## config.mk

```make
export PLATFORM = sky130hd
export DESIGN_NAME = nec_ir_frame_decoder_flat
export DESIGN_NICKNAME = d
export VERILOG_FILES = /design/src/necir_pkg.sv /design/src/necir_in_if.sv /design/src/necir_out_if.sv /design/src/necir_cfg_if.sv /design/src/necir_front.sv /design/src/necir_fifo.sv /design/src/necir_back.sv /design/src/nec_ir_frame_decoder.sv /design/src/flat_wrapper.sv
export SDC_FILE = /design/constraint.sdc
export NUM_CORES = 1
export LEC_CHECK = 0
export BUFFER_PORTS_ARGS = -buffer_cell sky130_fd_sc_hd__buf_2
export CAP_MARGIN = 20
export CORE_MARGIN = 2
export CORE_UTILIZATION = 60
export DETAILED_ROUTE_END_ITERATION = 6
export PLACE_DENSITY_LB_ADDON = 0.2
export SLEW_MARGIN = 15
export SYNTH_ARGS = -nofsm -noshare
export SYNTH_HDL_FRONTEND = slang
export SYNTH_SLANG_ARGS = --single-unit
```

## constraint.sdc

```tcl
create_clock -name clk -period 22.8 [get_ports clk]
set_input_delay 2.28 -clock clk [delete_from_list [all_inputs] [get_ports clk]]
set_output_delay 2.28 -clock clk [all_outputs]
set_load 0.05 [all_outputs]
```

## src/necir_pkg.sv

```systemverilog
// Shared types, constants and helpers for the NEC infrared frame decoder.
package necir_pkg;

	localparam int FRAME_PAIRS_DEF = 33;

	localparam int DUR_W    = 16;
	localparam int CODE_W   = 32;
	localparam int RPT_W    = 16;
	localparam int TICK_W   = 2;
	localparam int CFG_IDX_W = 3;

	localparam int QDEPTH = 2;
	localparam int QPTR_W = $clog2(QDEPTH);

	localparam logic [CODE_W-1:0] CODE_MSB = 32'h8000_0000;
	localparam logic [CODE_W-1:0] CODE_ALL = 32'hFFFF_FFFF;

	// Register indexes on the configuration port
	localparam logic [CFG_IDX_W-1:0] REG_TOLERANCE     = 3'd0;
	localparam logic [CFG_IDX_W-1:0] REG_HEADER_MARK   = 3'd1;
	localparam logic [CFG_IDX_W-1:0] REG_HEADER_SPACE  = 3'd2;
	localparam logic [CFG_IDX_W-1:0] REG_REPEAT_SPACE  = 3'd3;
	localparam logic [CFG_IDX_W-1:0] REG_SHORT_LEN     = 3'd4;
	localparam logic [CFG_IDX_W-1:0] REG_LONG_LEN      = 3'd5;
	localparam logic [CFG_IDX_W-1:0] REG_TICK_PERIOD   = 3'd6;
	localparam logic [CFG_IDX_W-1:0] REG_TIMEOUT_TICKS = 3'd7;

	localparam logic [DUR_W-1:0]  RST_TOLERANCE     = 16'd300;
	localparam logic [DUR_W-1:0]  RST_HEADER_MARK   = 16'd9000;
	localparam logic [DUR_W-1:0]  RST_HEADER_SPACE  = 16'd4500;
	localparam logic [DUR_W-1:0]  RST_REPEAT_SPACE  = 16'd2250;
	localparam logic [DUR_W-1:0]  RST_SHORT_LEN     = 16'd560;
	localparam logic [DUR_W-1:0]  RST_LONG_LEN      = 16'd1680;
	localparam logic [DUR_W-1:0]  RST_TICK_PERIOD   = 16'd10000;
	localparam logic [TICK_W-1:0] RST_TIMEOUT_TICKS = 2'd3;

	localparam logic REQ_EDGE = 1'b0;
	localparam logic REQ_TICK = 1'b1;

	typedef struct packed {
		logic [DUR_W-1:0]  tolerance;
		logic [DUR_W-1:0]  header_mark;
		logic [DUR_W-1:0]  header_space;
		logic [DUR_W-1:0]  repeat_space;
		logic [DUR_W-1:0]  short_len;
		logic [DUR_W-1:0]  long_len;
		logic [DUR_W-1:0]  tick_period;
		logic [TICK_W-1:0] timeout_ticks;
	} cfg_t;

	typedef enum logic [1:0] {
		TOK_START = 2'd0,
		TOK_DUR   = 2'd1,
		TOK_END   = 2'd2
	} tok_kind_t;

	typedef struct packed {
		logic hdr_mark;
		logic hdr_space;
		logic rpt_space;
		logic short_len;
		logic long_len;
	} match_t;

	typedef struct packed {
		tok_kind_t kind;
		match_t    match;
	} token_t;

	typedef enum logic [1:0] {
		CLS_NONE   = 2'd0,
		CLS_FULL   = 2'd1,
		CLS_REPEAT = 2'd2
	} frame_class_t;

	typedef enum logic [1:0] {
		ST_INVALID = 2'd0,
		ST_CODE    = 2'd1,
		ST_REPEAT  = 2'd2
	} status_t;

	// |d - n| < tol, strict
	function automatic logic near_fn(input logic [DUR_W-1:0] d, input logic [DUR_W-1:0] n,
		input logic [DUR_W-1:0] tol);
		logic [DUR_W-1:0] ad;
		begin
			ad = (d >= n) ? (d - n) : (n - d);
			return ad < tol;
		end
	endfunction

endpackage

```

## src/necir_in_if.sv

```systemverilog
// Input channel: edge events and timer ticks.
interface necir_in_if;
	logic                         valid;
	logic                         ready;
	logic                         req_type;
	logic [necir_pkg::DUR_W-1:0]  edge_time;

	modport source (output valid, output req_type, output edge_time, input ready);
	modport sink (input valid, input req_type, input edge_time, output ready);
endinterface

```

## src/necir_out_if.sv

```systemverilog
// Result channel: one decoded frame report per transfer.
interface necir_out_if;
	logic                         valid;
	logic                         ready;
	logic [1:0]                   status;
	logic [7:0]                   address;
	logic [7:0]                   address_inv;
	logic [7:0]                   command;
	logic [7:0]                   command_inv;
	logic [necir_pkg::RPT_W-1:0]  repeat_count;

	modport source (output valid, output status, output address, output address_inv,
		output command, output command_inv, output repeat_count, input ready);
	modport sink (input valid, input status, input address, input address_inv,
		input command, input command_inv, input repeat_count, output ready);
endinterface

```

## src/necir_cfg_if.sv

```systemverilog
// Configuration write channel: register index and data.
interface necir_cfg_if;
	logic                             valid;
	logic                             ready;
	logic [necir_pkg::CFG_IDX_W-1:0]  index;
	logic [necir_pkg::DUR_W-1:0]      data;

	modport source (output valid, output index, output data, input ready);
	modport sink (input valid, input index, input data, output ready);
endinterface

```

## src/necir_front.sv

```systemverilog
// Front end: timestamps edges, counts ticks, classifies durations into tokens.
module necir_front (
	input  logic                  clk,
	input  logic                  arst_n,
	necir_in_if.sink              in_ch,
	input  necir_pkg::cfg_t       cfg,
	input  logic                  q_full,
	output logic                  push,
	output necir_pkg::token_t     tok
);

	logic                                idle_q;
	logic [necir_pkg::DUR_W-1:0]         last_edge_q;
	logic [necir_pkg::TICK_W-1:0]        tick_count_q;

	logic                                accept;
	logic [necir_pkg::DUR_W+1:0]         tick_us;
	logic [necir_pkg::DUR_W-1:0]         dur;
	logic [necir_pkg::TICK_W-1:0]        tick_inc;
	logic                                timeout;

	assign in_ch.ready = !q_full;
	assign accept      = in_ch.valid && in_ch.ready;

	assign tick_us  = (necir_pkg::DUR_W+2)'(tick_count_q) * (necir_pkg::DUR_W+2)'(cfg.tick_period);
	assign dur      = tick_us[necir_pkg::DUR_W-1:0] + in_ch.edge_time - last_edge_q;
	assign tick_inc = tick_count_q + 1'b1;
	assign timeout  = (tick_inc == cfg.timeout_ticks);

	always_comb begin
		push                 = 1'b0;
		tok.kind             = necir_pkg::TOK_DUR;
		tok.match.hdr_mark   = necir_pkg::near_fn(dur, cfg.header_mark, cfg.tolerance);
		tok.match.hdr_space  = necir_pkg::near_fn(dur, cfg.header_space, cfg.tolerance);
		tok.match.rpt_space  = necir_pkg::near_fn(dur, cfg.repeat_space, cfg.tolerance);
		tok.match.short_len  = necir_pkg::near_fn(dur, cfg.short_len, cfg.tolerance);
		tok.match.long_len   = necir_pkg::near_fn(dur, cfg.long_len, cfg.tolerance);
		if (accept) begin
			if (in_ch.req_type == necir_pkg::REQ_EDGE) begin
				push     = 1'b1;
				tok.kind = idle_q ? necir_pkg::TOK_START : necir_pkg::TOK_DUR;
			end else if (!idle_q && timeout) begin
				push     = 1'b1;
				tok.kind = necir_pkg::TOK_END;
			end
		end
	end

	always_ff @(posedge clk or negedge arst_n) begin
		if (!arst_n) begin
			idle_q       <= 1'b1;
			last_edge_q  <= '0;
			tick_count_q <= '0;
		end else if (accept) begin
			if (in_ch.req_type == necir_pkg::REQ_EDGE) begin
				idle_q       <= 1'b0;
				last_edge_q  <= in_ch.edge_time;
				tick_count_q <= '0;
			end else if (!idle_q) begin
				if (timeout) begin
					idle_q       <= 1'b1;
					tick_count_q <= '0;
				end else begin
					tick_count_q <= tick_inc;
				end
			end
		end
	end

endmodule

```

## src/necir_fifo.sv

```systemverilog
// Short token queue between the front end and the frame decoder.
module necir_fifo (
	input  logic                  clk,
	input  logic                  arst_n,
	input  logic                  push,
	input  necir_pkg::token_t     push_tok,
	input  logic                  pop,
	output logic                  full,
	output logic                  valid,
	output necir_pkg::token_t     head
);

	necir_pkg::token_t                mem_q [necir_pkg::QDEPTH];
	logic [necir_pkg::QPTR_W-1:0]     wr_ptr_q;
	logic [necir_pkg::QPTR_W-1:0]     rd_ptr_q;
	logic [necir_pkg::QPTR_W:0]       count_q;

	assign full  = (count_q == (necir_pkg::QPTR_W+1)'(necir_pkg::QDEPTH));
	assign valid = (count_q != '0);
	assign head  = mem_q[rd_ptr_q];

	always_ff @(posedge clk) begin
		if (push) begin
			mem_q[wr_ptr_q] <= push_tok;
		end
	end

	always_ff @(posedge clk or negedge arst_n) begin
		if (!arst_n) begin
			wr_ptr_q <= '0;
			rd_ptr_q <= '0;
			count_q  <= '0;
		end else begin
			if (push) begin
				wr_ptr_q <= wr_ptr_q + 1'b1;
			end
			if (pop) begin
				rd_ptr_q <= rd_ptr_q + 1'b1;
			end
			case ({push, pop})
				2'b10:   count_q <= count_q + 1'b1;
				2'b01:   count_q <= count_q - 1'b1;
				default: count_q <= count_q;
			endcase
		end
	end

endmodule

```

## src/necir_back.sv

```systemverilog
// Back end: walks the duration sequence, assembles the code word, reports frames.
module necir_back #(
	parameter int FRAME_PAIRS = necir_pkg::FRAME_PAIRS_DEF
) (
	input  logic                  clk,
	input  logic                  arst_n,
	input  necir_pkg::cfg_t       cfg,
	input  logic                  tok_valid,
	input  necir_pkg::token_t     tok,
	output logic                  pop,
	necir_out_if.source           out_ch
);

	localparam int BUF_LEN = 2 * FRAME_PAIRS;
	localparam int DI_W    = $clog2(BUF_LEN + 1);
	localparam int CW      = necir_pkg::CODE_W;
	// bit slots that the buffer reaches
	localparam logic [CW-1:0] K_LIM = ~(necir_pkg::CODE_ALL >> (FRAME_PAIRS - 1));

	logic [DI_W-1:0]                  di_q;
	necir_pkg::frame_class_t          cls_q;
	logic                             err_q;
	logic [CW-1:0]                    sw_q;
	logic [CW-1:0]                    code_q;
	logic [necir_pkg::RPT_W-1:0]      rt_q;

	logic                             out_valid_q;
	necir_pkg::status_t               res_status_q;
	logic [CW-1:0]                    res_code_q;
	logic [necir_pkg::RPT_W-1:0]      res_rt_q;

	// live duration
	logic [DI_W-1:0]                  k_live;
	logic [CW-1:0]                    mask_live;
	logic                             err_live;
	necir_pkg::frame_class_t          cls_live;
	logic [CW-1:0]                    sw_live;
	logic                             clr_live;

	// end-of-frame: missing durations count as zero
	logic                             z_hm, z_hs, z_rs, z_sh, z_lg;
	logic [DI_W-1:0]                  s_idx;
	logic [DI_W-1:0]                  s_odd;
	logic [DI_W-1:0]                  k_lo;
	logic                             any_left;
	logic                             has_even;
	logic [CW-1:0]                    mask_fl;
	logic                             err_fl;
	necir_pkg::frame_class_t          cls_fl;
	logic [CW-1:0]                    sw_fl;
	logic                             clr_fl;
	necir_pkg::status_t               status_fl;
	logic [CW-1:0]                    code_fl;
	logic [necir_pkg::RPT_W-1:0]      rt_fl;

	logic                             end_tok;
	logic                             slot_free;

	assign end_tok   = (tok.kind == necir_pkg::TOK_END);
	assign slot_free = !out_valid_q || out_ch.ready;
	assign pop       = tok_valid && (!end_tok || slot_free);

	// Live take of one duration at index di_q
	assign k_live    = (di_q >> 1) - DI_W'(1);
	assign mask_live = (int'(k_live) < CW) ? (necir_pkg::CODE_MSB >> k_live) : '0;

	always_comb begin
		err_live = err_q;
		cls_live = cls_q;
		sw_live  = sw_q;
		clr_live = 1'b0;
		if (di_q < DI_W'(BUF_LEN)) begin
			if (di_q == '0) begin
				if (!tok.match.hdr_mark) err_live = 1'b1;
			end else if (!err_q) begin
				if (di_q == DI_W'(1)) begin
					if (tok.match.hdr_space) begin
						cls_live = necir_pkg::CLS_FULL;
						clr_live = 1'b1;
					end else if (tok.match.rpt_space) begin
						cls_live = necir_pkg::CLS_REPEAT;
					end else begin
						err_live = 1'b1;
					end
				end else if (cls_q == necir_pkg::CLS_REPEAT) begin
					if (di_q == DI_W'(2) && !tok.match.short_len) err_live = 1'b1;
				end else if (cls_q == necir_pkg::CLS_FULL) begin
					if (!di_q[0]) begin
						if (!tok.match.short_len) err_live = 1'b1;
					end else if (tok.match.long_len) begin
						sw_live = sw_q | mask_live;
					end else if (tok.match.short_len) begin
						sw_live = sw_q & ~mask_live;
					end else begin
						err_live = 1'b1;
					end
				end
			end
		end
	end

	// A zero duration matches a nominal only when the nominal is below the tolerance.
	assign z_hm = necir_pkg::near_fn('0, cfg.header_mark, cfg.tolerance);
	assign z_hs = necir_pkg::near_fn('0, cfg.header_space, cfg.tolerance);
	assign z_rs = necir_pkg::near_fn('0, cfg.repeat_space, cfg.tolerance);
	assign z_sh = necir_pkg::near_fn('0, cfg.short_len, cfg.tolerance);
	assign z_lg = necir_pkg::near_fn('0, cfg.long_len, cfg.tolerance);

	// first data index still to be filled, and the first bit slot it reaches
	assign s_idx    = (di_q < DI_W'(2)) ? DI_W'(2) : di_q;
	assign any_left = (s_idx < DI_W'(BUF_LEN));
	assign has_even = (s_idx != DI_W'(BUF_LEN - 1));
	assign s_odd    = s_idx | DI_W'(1);
	assign k_lo     = (s_odd >> 1) - DI_W'(1);
	assign mask_fl  = (int'(k_lo) < CW) ? ((necir_pkg::CODE_ALL >> k_lo) & K_LIM) : '0;

	always_comb begin
		err_fl = err_q;
		cls_fl = cls_q;
		clr_fl = 1'b0;
		sw_fl  = sw_q;
		if (di_q == '0 && !z_hm) err_fl = 1'b1;
		if (di_q <= DI_W'(1) && !err_fl) begin
			if (z_hs) begin
				cls_fl = necir_pkg::CLS_FULL;
				clr_fl = 1'b1;
			end else if (z_rs) begin
				cls_fl = necir_pkg::CLS_REPEAT;
			end else begin
				err_fl = 1'b1;
			end
		end
		if (!err_fl && cls_fl == necir_pkg::CLS_REPEAT && s_idx == DI_W'(2) && !z_sh) begin
			err_fl = 1'b1;
		end
		if (cls_fl == necir_pkg::CLS_FULL && any_left) begin
			if (!err_fl && ((has_even && !z_sh) || (!z_lg && !z_sh))) err_fl = 1'b1;
			sw_fl = z_lg ? (sw_q | mask_fl) : (sw_q & ~mask_fl);
		end
	end

	always_comb begin
		code_fl = code_q;
		rt_fl   = clr_fl ? '0 : rt_q;
		if (err_fl || cls_fl == necir_pkg::CLS_NONE) begin
			status_fl = necir_pkg::ST_INVALID;
		end else if (cls_fl == necir_pkg::CLS_FULL) begin
			status_fl = necir_pkg::ST_CODE;
			code_fl   = sw_fl;
		end else begin
			status_fl = necir_pkg::ST_REPEAT;
			rt_fl     = rt_fl + 1'b1;
		end
	end

	always_ff @(posedge clk or negedge arst_n) begin
		if (!arst_n) begin
			di_q        <= '0;
			cls_q       <= necir_pkg::CLS_NONE;
			err_q       <= 1'b0;
			sw_q        <= '0;
			code_q      <= '0;
			rt_q        <= '0;
			out_valid_q <= 1'b0;
		end else begin
			if (pop && end_tok) begin
				out_valid_q <= 1'b1;
			end else if (out_ch.ready) begin
				out_valid_q <= 1'b0;
			end
			if (pop) begin
				unique case (tok.kind)
					necir_pkg::TOK_START: begin
						di_q  <= '0;
						cls_q <= necir_pkg::CLS_NONE;
						err_q <= 1'b0;
						sw_q  <= code_q;
					end
					necir_pkg::TOK_DUR: begin
						if (di_q < DI_W'(BUF_LEN)) di_q <= di_q + 1'b1;
						cls_q <= cls_live;
						err_q <= err_live;
						sw_q  <= sw_live;
						if (clr_live) rt_q <= '0;
					end
					necir_pkg::TOK_END: begin
						di_q        <= DI_W'(BUF_LEN);
						cls_q       <= cls_fl;
						err_q       <= err_fl;
						sw_q        <= sw_fl;
						code_q      <= code_fl;
						rt_q        <= rt_fl;
					end
					default: begin
						di_q <= di_q;
					end
				endcase
			end
		end
	end

	always_ff @(posedge clk) begin
		if (pop && end_tok) begin
			res_status_q <= status_fl;
			res_code_q   <= code_fl;
			res_rt_q     <= rt_fl;
		end
	end

	assign out_ch.valid        = out_valid_q;
	assign out_ch.status       = res_status_q;
	assign out_ch.address      = res_code_q[31:24];
	assign out_ch.address_inv  = res_code_q[23:16];
	assign out_ch.command      = res_code_q[15:8];
	assign out_ch.command_inv  = res_code_q[7:0];
	assign out_ch.repeat_count = res_rt_q;

endmodule

```

## src/nec_ir_frame_decoder.sv

```systemverilog
// Top level of the NEC infrared frame decoder: registers, front end, queue, back end.
//
// in_ch carries timer events: req_type 0 is a captured edge with its timer value in
// edge_time (us), req_type 1 is a timer period tick. Every edge after the first of a
// frame closes a level whose duration is matched against the nominal lengths.
// After timeout_ticks ticks with no edge the frame ends and out_ch carries one report:
// status (0 invalid, 1 new code, 2 repeat), the stored code word split in four bytes,
// and the repeat count. Ticks that end no frame and edges produce no report.
// cfg_ch writes the eight timing registers (index 0..7); it is always ready and
// is meant to be written while no frame is in progress.
// Throughput: one input transfer per cycle while the queue is not full. The front end
// classifies each event in the cycle it arrives and queues a token; the back end retires
// one token a cycle unless an end-of-frame token meets a stalled report. With nothing
// queued ahead, a frame-ending tick writes the queue, then the back end loads the report.
// When out_ch stalls, the report waits in the output register; the back end keeps
// retiring edge tokens and stops only at the next end-of-frame token, and in_ch
// drops ready once the two-entry queue is full.
// Reset returns the registers to their defaults, clears the stored code and the
// repeat count, and leaves the decoder idle waiting for a first edge.
module nec_ir_frame_decoder #(
	parameter int FRAME_PAIRS = necir_pkg::FRAME_PAIRS_DEF
) (
	input  logic          clk,
	input  logic          arst_n,
	necir_in_if.sink      in_ch,
	necir_out_if.source   out_ch,
	necir_cfg_if.sink     cfg_ch
);

	necir_pkg::cfg_t      cfg_q;
	logic                 q_full;
	logic                 q_push;
	necir_pkg::token_t    q_in_tok;
	logic                 q_valid;
	logic                 q_pop;
	necir_pkg::token_t    q_head;

	assign cfg_ch.ready = 1'b1;

	always_ff @(posedge clk or negedge arst_n) begin
		if (!arst_n) begin
			cfg_q.tolerance     <= necir_pkg::RST_TOLERANCE;
			cfg_q.header_mark   <= necir_pkg::RST_HEADER_MARK;
			cfg_q.header_space  <= necir_pkg::RST_HEADER_SPACE;
			cfg_q.repeat_space  <= necir_pkg::RST_REPEAT_SPACE;
			cfg_q.short_len     <= necir_pkg::RST_SHORT_LEN;
			cfg_q.long_len      <= necir_pkg::RST_LONG_LEN;
			cfg_q.tick_period   <= necir_pkg::RST_TICK_PERIOD;
			cfg_q.timeout_ticks <= necir_pkg::RST_TIMEOUT_TICKS;
		end else if (cfg_ch.valid && cfg_ch.ready) begin
			unique case (cfg_ch.index)
				necir_pkg::REG_TOLERANCE:     cfg_q.tolerance    <= cfg_ch.data;
				necir_pkg::REG_HEADER_MARK:   cfg_q.header_mark  <= cfg_ch.data;
				necir_pkg::REG_HEADER_SPACE:  cfg_q.header_space <= cfg_ch.data;
				necir_pkg::REG_REPEAT_SPACE:  cfg_q.repeat_space <= cfg_ch.data;
				necir_pkg::REG_SHORT_LEN:     cfg_q.short_len    <= cfg_ch.data;
				necir_pkg::REG_LONG_LEN:      cfg_q.long_len     <= cfg_ch.data;
				necir_pkg::REG_TICK_PERIOD:   cfg_q.tick_period  <= cfg_ch.data;
				necir_pkg::REG_TIMEOUT_TICKS:
					cfg_q.timeout_ticks <= cfg_ch.data[necir_pkg::TICK_W-1:0];
				default: cfg_q.tolerance <= cfg_q.tolerance;
			endcase
		end
	end

	necir_front u_front (
		.clk    (clk),
		.arst_n (arst_n),
		.in_ch  (in_ch),
		.cfg    (cfg_q),
		.q_full (q_full),
		.push   (q_push),
		.tok    (q_in_tok)
	);

	necir_fifo u_fifo (
		.clk      (clk),
		.arst_n   (arst_n),
		.push     (q_push),
		.push_tok (q_in_tok),
		.pop      (q_pop),
		.full     (q_full),
		.valid    (q_valid),
		.head     (q_head)
	);

	necir_back #(
		.FRAME_PAIRS (FRAME_PAIRS)
	) u_back (
		.clk       (clk),
		.arst_n    (arst_n),
		.cfg       (cfg_q),
		.tok_valid (q_valid),
		.tok       (q_head),
		.pop       (q_pop),
		.out_ch    (out_ch)
	);

	// queue is never written while full
	a_no_overflow: assert property (@(posedge clk) disable iff (!arst_n)
		q_push |-> !q_full)
		else $error("token queue overflow");

	// a pending report is never overwritten by the next frame end
	a_no_overwrite: assert property (@(posedge clk) disable iff (!arst_n)
		(q_pop && q_head.kind == necir_pkg::TOK_END && out_ch.valid) |-> out_ch.ready)
		else $error("report overwritten while stalled");

	// only tokens that exist are retired
	a_pop_valid: assert property (@(posedge clk) disable iff (!arst_n)
		q_pop |-> q_valid)
		else $error("pop from empty queue");

	a_status_code: assert property (@(posedge clk) disable iff (!arst_n)
		out_ch.valid |-> (out_ch.status == necir_pkg::ST_INVALID
			|| out_ch.status == necir_pkg::ST_CODE
			|| out_ch.status == necir_pkg::ST_REPEAT))
		else $error("undefined status code");

endmodule
```

## src/flat_wrapper.sv

```systemverilog
// flat-port wrapper written by rule: the top's interface ports become plain ports
module nec_ir_frame_decoder_flat 
#(
	parameter int FRAME_PAIRS = necir_pkg::FRAME_PAIRS_DEF
)
  (clk, arst_n, in_ch_valid, in_ch_req_type, in_ch_edge_time, in_ch_ready, out_ch_valid, out_ch_status, out_ch_address, out_ch_address_inv, out_ch_command, out_ch_command_inv, out_ch_repeat_count, out_ch_ready, cfg_ch_valid, cfg_ch_index, cfg_ch_data, cfg_ch_ready);
  necir_in_if in_ch_i ();
  necir_out_if out_ch_i ();
  necir_cfg_if cfg_ch_i ();
  input  logic clk;
  input  logic arst_n;
  input wire logic [$bits(in_ch_i.valid)-1:0] in_ch_valid;
  input wire logic [$bits(in_ch_i.req_type)-1:0] in_ch_req_type;
  input wire logic [$bits(in_ch_i.edge_time)-1:0] in_ch_edge_time;
  output wire logic [$bits(in_ch_i.ready)-1:0] in_ch_ready;
  output wire logic [$bits(out_ch_i.valid)-1:0] out_ch_valid;
  output wire logic [$bits(out_ch_i.status)-1:0] out_ch_status;
  output wire logic [$bits(out_ch_i.address)-1:0] out_ch_address;
  output wire logic [$bits(out_ch_i.address_inv)-1:0] out_ch_address_inv;
  output wire logic [$bits(out_ch_i.command)-1:0] out_ch_command;
  output wire logic [$bits(out_ch_i.command_inv)-1:0] out_ch_command_inv;
  output wire logic [$bits(out_ch_i.repeat_count)-1:0] out_ch_repeat_count;
  input wire logic [$bits(out_ch_i.ready)-1:0] out_ch_ready;
  input wire logic [$bits(cfg_ch_i.valid)-1:0] cfg_ch_valid;
  input wire logic [$bits(cfg_ch_i.index)-1:0] cfg_ch_index;
  input wire logic [$bits(cfg_ch_i.data)-1:0] cfg_ch_data;
  output wire logic [$bits(cfg_ch_i.ready)-1:0] cfg_ch_ready;
  assign in_ch_i.valid = in_ch_valid;
  assign in_ch_i.req_type = in_ch_req_type;
  assign in_ch_i.edge_time = in_ch_edge_time;
  assign in_ch_ready = in_ch_i.ready;
  assign out_ch_valid = out_ch_i.valid;
  assign out_ch_status = out_ch_i.status;
  assign out_ch_address = out_ch_i.address;
  assign out_ch_address_inv = out_ch_i.address_inv;
  assign out_ch_command = out_ch_i.command;
  assign out_ch_command_inv = out_ch_i.command_inv;
  assign out_ch_repeat_count = out_ch_i.repeat_count;
  assign out_ch_i.ready = out_ch_ready;
  assign cfg_ch_i.valid = cfg_ch_valid;
  assign cfg_ch_i.index = cfg_ch_index;
  assign cfg_ch_i.data = cfg_ch_data;
  assign cfg_ch_ready = cfg_ch_i.ready;
  nec_ir_frame_decoder #(.FRAME_PAIRS(FRAME_PAIRS)) u_core (.clk(clk), .arst_n(arst_n), .in_ch(in_ch_i), .out_ch(out_ch_i), .cfg_ch(cfg_ch_i));
endmodule
```

# Word-level counts from Yosys, hierarchy flattened
# Memories as Yosys holds them, arrays and structs flattened.
# Index checks and enable logic that the tools add are counted.
# W data, S select, Z words.
[op_classes]
muxes = 91
bitwise = 7
eq_ne = 34
addsub = 26
shifts = 2
n_mul = 1
n_reduce_logical = 54
order_cmp = 26
[op_table]
columns = ["op", "count"]
rows = [
  ["$mux W32", 15],
  ["$mux W16", 14],
  ["$sub A16 B16 Y16", 11],
  ["$lt A16 B16 Y1", 10],
  ["$pmux W32 S3", 1],
  ["$ge A1 B16 Y1 const A", 5],
  ["$ge A16 B16 Y1", 5],
  ["$sub A1 B16 Y16 const A", 5],
  ["$and A32 B32 Y32", 2],
  ["$not A32 Y32", 2],
  ["$or A32 B32 Y32", 2],
  ["$shr A32 B7 Y32 const A", 2],
  ["$mux W1", 38],
  ["$mux W2", 16],
  ["$pmux W16 S2", 1],
  ["$reduce_and A2 Y1", 11],
  ["$pmux W7 S3", 1],
  ["$ne A2 B2 Y1 const B", 10],
  ["$add A16 B1 Y16 const B", 1],
  ["$add A16 B16 Y16", 1],
  ["$mul A2 B16 Y16", 1],
  ["$eq A7 B2 Y1 const B", 2],
  ["$logic_and A1 B1 Y1", 14],
  ["$lt A7 B6 Y1 const B", 2],
  ["35 further kinds", 69],
]
[totals]
output_inout_bits = 53
mem_count = 1
elab_cells = 266
input_bits = 41
reg_bits = 278
mem_bits_rw = 14
[mem_list]
columns = ["memory", "depth", "word_bits", "read_ports", "rd_clocked_by_memory_dff", "write_ports", "line_no", "source"]
rows = [
  ["u_core.u_fifo.mem_q", 2, 7, 1, 0, 1, "necir_fifo.sv:13", "necir_pkg::token_t mem_q [necir_pkg::QDEPTH];"],
]

# Depth between registers and ports, before layout
[depth]
word_depth = 21
depth_mapped = 37
depth_no_buf = 34

# Modules after synthesis
# Synthesis repeated with hierarchy kept, for this count alone.
[hier_totals]
hier_cells = 3085
hier_area_um2 = 28021.9
[modules_own_cells]
columns = ["mod", "cells_per_inst", "seq_area_each_um2", "area_each_um2", "n_inst"]
rows = [
  ["necir_front", 1531, 476.7, 11502.3, 1],
  ["necir_back", 1264, 3778.6, 11380.9, 1],
  ["nec_ir_frame_decoder", 252, 2894.0, 4445.5, 1],
  ["necir_fifo", 38, 520.5, 693.2, 1],
]

# Worst setup path after synthesis
# Ideal clock, no wire load.
[synth_path]
kind = "input port to flip-flop"
start = "input port in_ch_edge_time[1]"
end = "memory u_core.u_fifo.mem_q[0][3] in the netlist's numbering, data pin"
required_time_ns = 22.538
path_stages = 31
setup_ns = 0.262
n_path_buf = 3
slack_ns = 14.018
t_arrival_ns = 8.520
cell_sequence = "fa_1 > ha_1 > fa_1 > a21o_1 > a21oi_1 > o21bai_1 > a21oi_1 > o21bai_1 > a41o_1 > o41ai_1 > xnor2_1 > ha_1 > clkbuf_1 > nand2_1 > or4b_1 > nor4_1 > o21ai_1 > clkbuf_1 > buf_1 > mux2i_1 > ha_1 > a21boi_0 > o21a_1 > o21a_1 > o21a_1 > o21ai_0 > a211o_1 > o21ai_0 > a21oi_1 > o21ai_0 > a21oi_1"
[synth_rtl]
columns = ["element", "line_no", "source"]
rows = [
  ["from (decl)", "flat_wrapper.sv:14", "input wire logic [$bits(in_ch_i.edge_time)-1:0] in_ch_edge_time;"],
  ["to (decl)", "necir_fifo.sv:13", ""],
]

==> results.ini <==
[synth]
synthArstFlopShare_pct=78.1
yosys.area_share.simple_pct=14.9
synth_fa_ha_area_share_pct=18.8
synth_edf_count=64
yosys_register_bits=292
syn_area_per_cell_um2=8.83
synth_top_family_by_area=compound AO/OA/AOI/OAI gates
synth_compound_area_share_pct=19.4
synth_area_um2=26700
synth_nets=3441
ys_seq_area_share_pct=28.7
synthFlopType=dfrtp_1
synthXorXnorAreaFrac_pct=3.77
yosys-mux-area-fraction_pct=8.66
yosysWarnings=0
synthCells=3022
ys_types=90

[finish]
final_layout_size_suffix_gt1_share_pct=14.5
fill_cells=3703
final_cells=3662
postLayoutCoreUtil_pct=65.9
final_nets=3461
syn_to_final_growth_pct=8.68

[sta]
relSlewSlack_pct=22.0
period_needed_ns=9.28
tightest_slew_ns=1.16
slew_viol_final=0
period_share_pct=40.7
fmax_ghz=0.108
rsz0062_at_grt=false
finalHoldViolCount=0
tns_ns=0
finalSetupViolCount=0
fin_skew_ns=0.0216
setup_slack_ns=13.52

[setup_path]
cp.required_ns=23.19
worst_setup_path_end_kind=flip-flop
rr_startpoint=u_core.u_front.tick_count_q[1]
reg2regPathDepth=32
critical_path.slowest_cell=fa_1
cp-startpoint=in_ch_edge_time[1]
path_class=primary input to flip-flop
crit_arrival_ns=9.67
critPathMaxFanout=24
worstSetupStartpointType=primary input
cpPeakStageDelay_ns=0.47

[cts]
hold_buffers=0
cts-root-buf=clkbuf_16
cts_buffer_depth=3
h-tree-depth=2
clock_sink_count=292
cts_resized=0
clock_latency_ns=0.57
cts_setup_buffers=0
clkTransAtPathRegs_ns=0.06
cts_made_buffers=36
cts_tree=built

[floorplanning]
fp.dieW_um=215
dieArea_um2=46200
core_um2=44000
start_util_pct=60.6
io-pin-count=94
die_height_um=215
rows=77

[drt]
drt_iter0_drc=2149
viasPerCell=6.44
drt-wirelength-per-cell_um=23.4
vias=23600
drc=0
postRouteAntennaNets=0
drt-total-wl_um=85600
drt_pre_antenna_iters=6

[grt]
grt_max_degree=94
grt_first_pass_wirelength_um=133000
track_usage_pct=37.0
grt_pass1_vias=23000
antenna_found_initial=1
grt_remaining_overflow=0

[hold_path]
hold_depth=1
hold_class=flip-flop to flip-flop
hp-start=u_core.u_fifo.wr_ptr_q

[flow_run]
maxCapViolCount=0

[place]
io_buffer_count=92
dp_slack_ns=13.10
gp_congestion=0.984
hpwlAfterDp_um=61600
placedCellCount=3594

[outcome]
status=completed

==> synth_stat cells, drive strengths merged, types with 42 or more instances <==
cell type	count	area [um2]
a21o	84	631
a21oi	195	980
a31oi	44	290
clkbuf	140	526
dfrtp	194	4850
edfxtp	64	1920
ha	339	4240
inv	242	908
mux2	167	1880
mux2i	43	430
nand2	260	976
nand3	54	270
nand3b	42	328
nor2	140	536
nor2b	43	269
nor3	46	246
o21ai	301	1510
xnor2	74	648
==> path summary, 6_finish.rpt <==
kind | slack [ns] | to
worst max-delay path | 13.52 | u_core.u_fifo.mem_q[0][1]
worst min-delay path | 0.51 | u_core.u_fifo.wr_ptr_q
worst max register to register | 14.15 | u_core.u_fifo.mem_q[0][1]
worst min register to register | 0.51 | u_core.u_fifo.wr_ptr_q
max in group asynchronous | 19.04 | u_core.cfg_q[53]
min in group asynchronous | 1.71 | u_core.u_back.out_ch.valid
==> worst max-delay path, delay by kind of cell <==
kind,cells,cell delay [ns]
adders and majority gates,5,1.66
xor gates and xnor gates,2,0.26
and+or+nand+nor,3,0.96
AOI/OAI and AO/OA,17,3.94
buffers and inverters,3,0.57
==> cells in the final DEF, fill, tap and decap left out, types with 9 or more instances in the layout <==
cell type / count
ha_1: 339
o21ai_0: 294
nand2_1: 260
inv_1: 241
dfrtp_1: 194
a21oi_1: 192
mux2_2: 166
nor2_1: 136
buf_2: 91
a21o_1: 84
xnor2_1: 68
edfxtp_1: 64
nand3_1: 54
buf_4: 45
mux2i_1: 43
a31oi_1: 43
nor3_1: 42
nor2b_1: 42
nand4_1: 41
nand3b_1: 41
xor2_1: 39
fa_1: 39
clkbuf_16: 38
dfstp_2: 34
o221ai_1: 33
and2_1: 33
nand2b_1: 32
o21a_1: 25
nor4_1: 24
a211oi_1: 23
or3_1: 18
o21bai_1: 16
o31ai_1: 16
a21boi_0: 14
and3_1: 14
o211ai_1: 9
or2_2: 9
==> cell type report <==
class	instances	area, um2	share of cell area, %
clock inverters	17	161	0.556
repair buffers	139	847	2.92
inverters	242	908	3.13
clock buffers	48	1030	3.54
well taps	592	741	2.55
flip-flops and latches	292	7670	26.4
diodes	1	2.50	0.00862
multi-input cells	2331	17700	60.9
==> registers in the layout, summed over array words and instances (netlist names), 2 cells and up <==
signal and flops:
u_core.u_fifo.mem_q 14, u_core.u_back.code_q 32, u_core.u_front.last_edge_q 16, u_core.u_back.sw_q 32, u_core.cfg_q 114, u_core.u_front.tick_count_q 2, u_core.u_back.cls_q 2, u_core.u_back.out_ch.repeat_count 16
u_core.u_fifo.count_q 2, u_core.u_back.out_ch.status 2, u_core.u_back.rt_q 16, u_core.u_back.res_code_q 32, u_core.u_back.di_q 7
==> logic make-up after synthesis <==
group           Yosys count
simple gates            789
fa+ha+maj               378
compound gates          838
flops                   292
buf+inv                 399
other cells               1
mux                     210
xor+xnor                115
==> through the flow <==
stage	instance area, um2	hold slack (ns)
after global placement	27800	0.483
after global routing	29000	0.521
after floorplan	26700	0.463
after detailed placement	27800	0.495
after CTS	29000	0.502
final	29000	0.506
==> routing by layer <==
layer,GRT usage (%),vias to the layer above,routed length (um)
met5,0,-,16
met4,24.8,2,6490
met3,6.38,300,6010
met2,60.5,1032,39900
met1,44.8,11400,33300
li1,-,10900,-
Power is not shown: default switching activity piles up to over one toggle a cycle in this logic, so the estimate is an artifact.
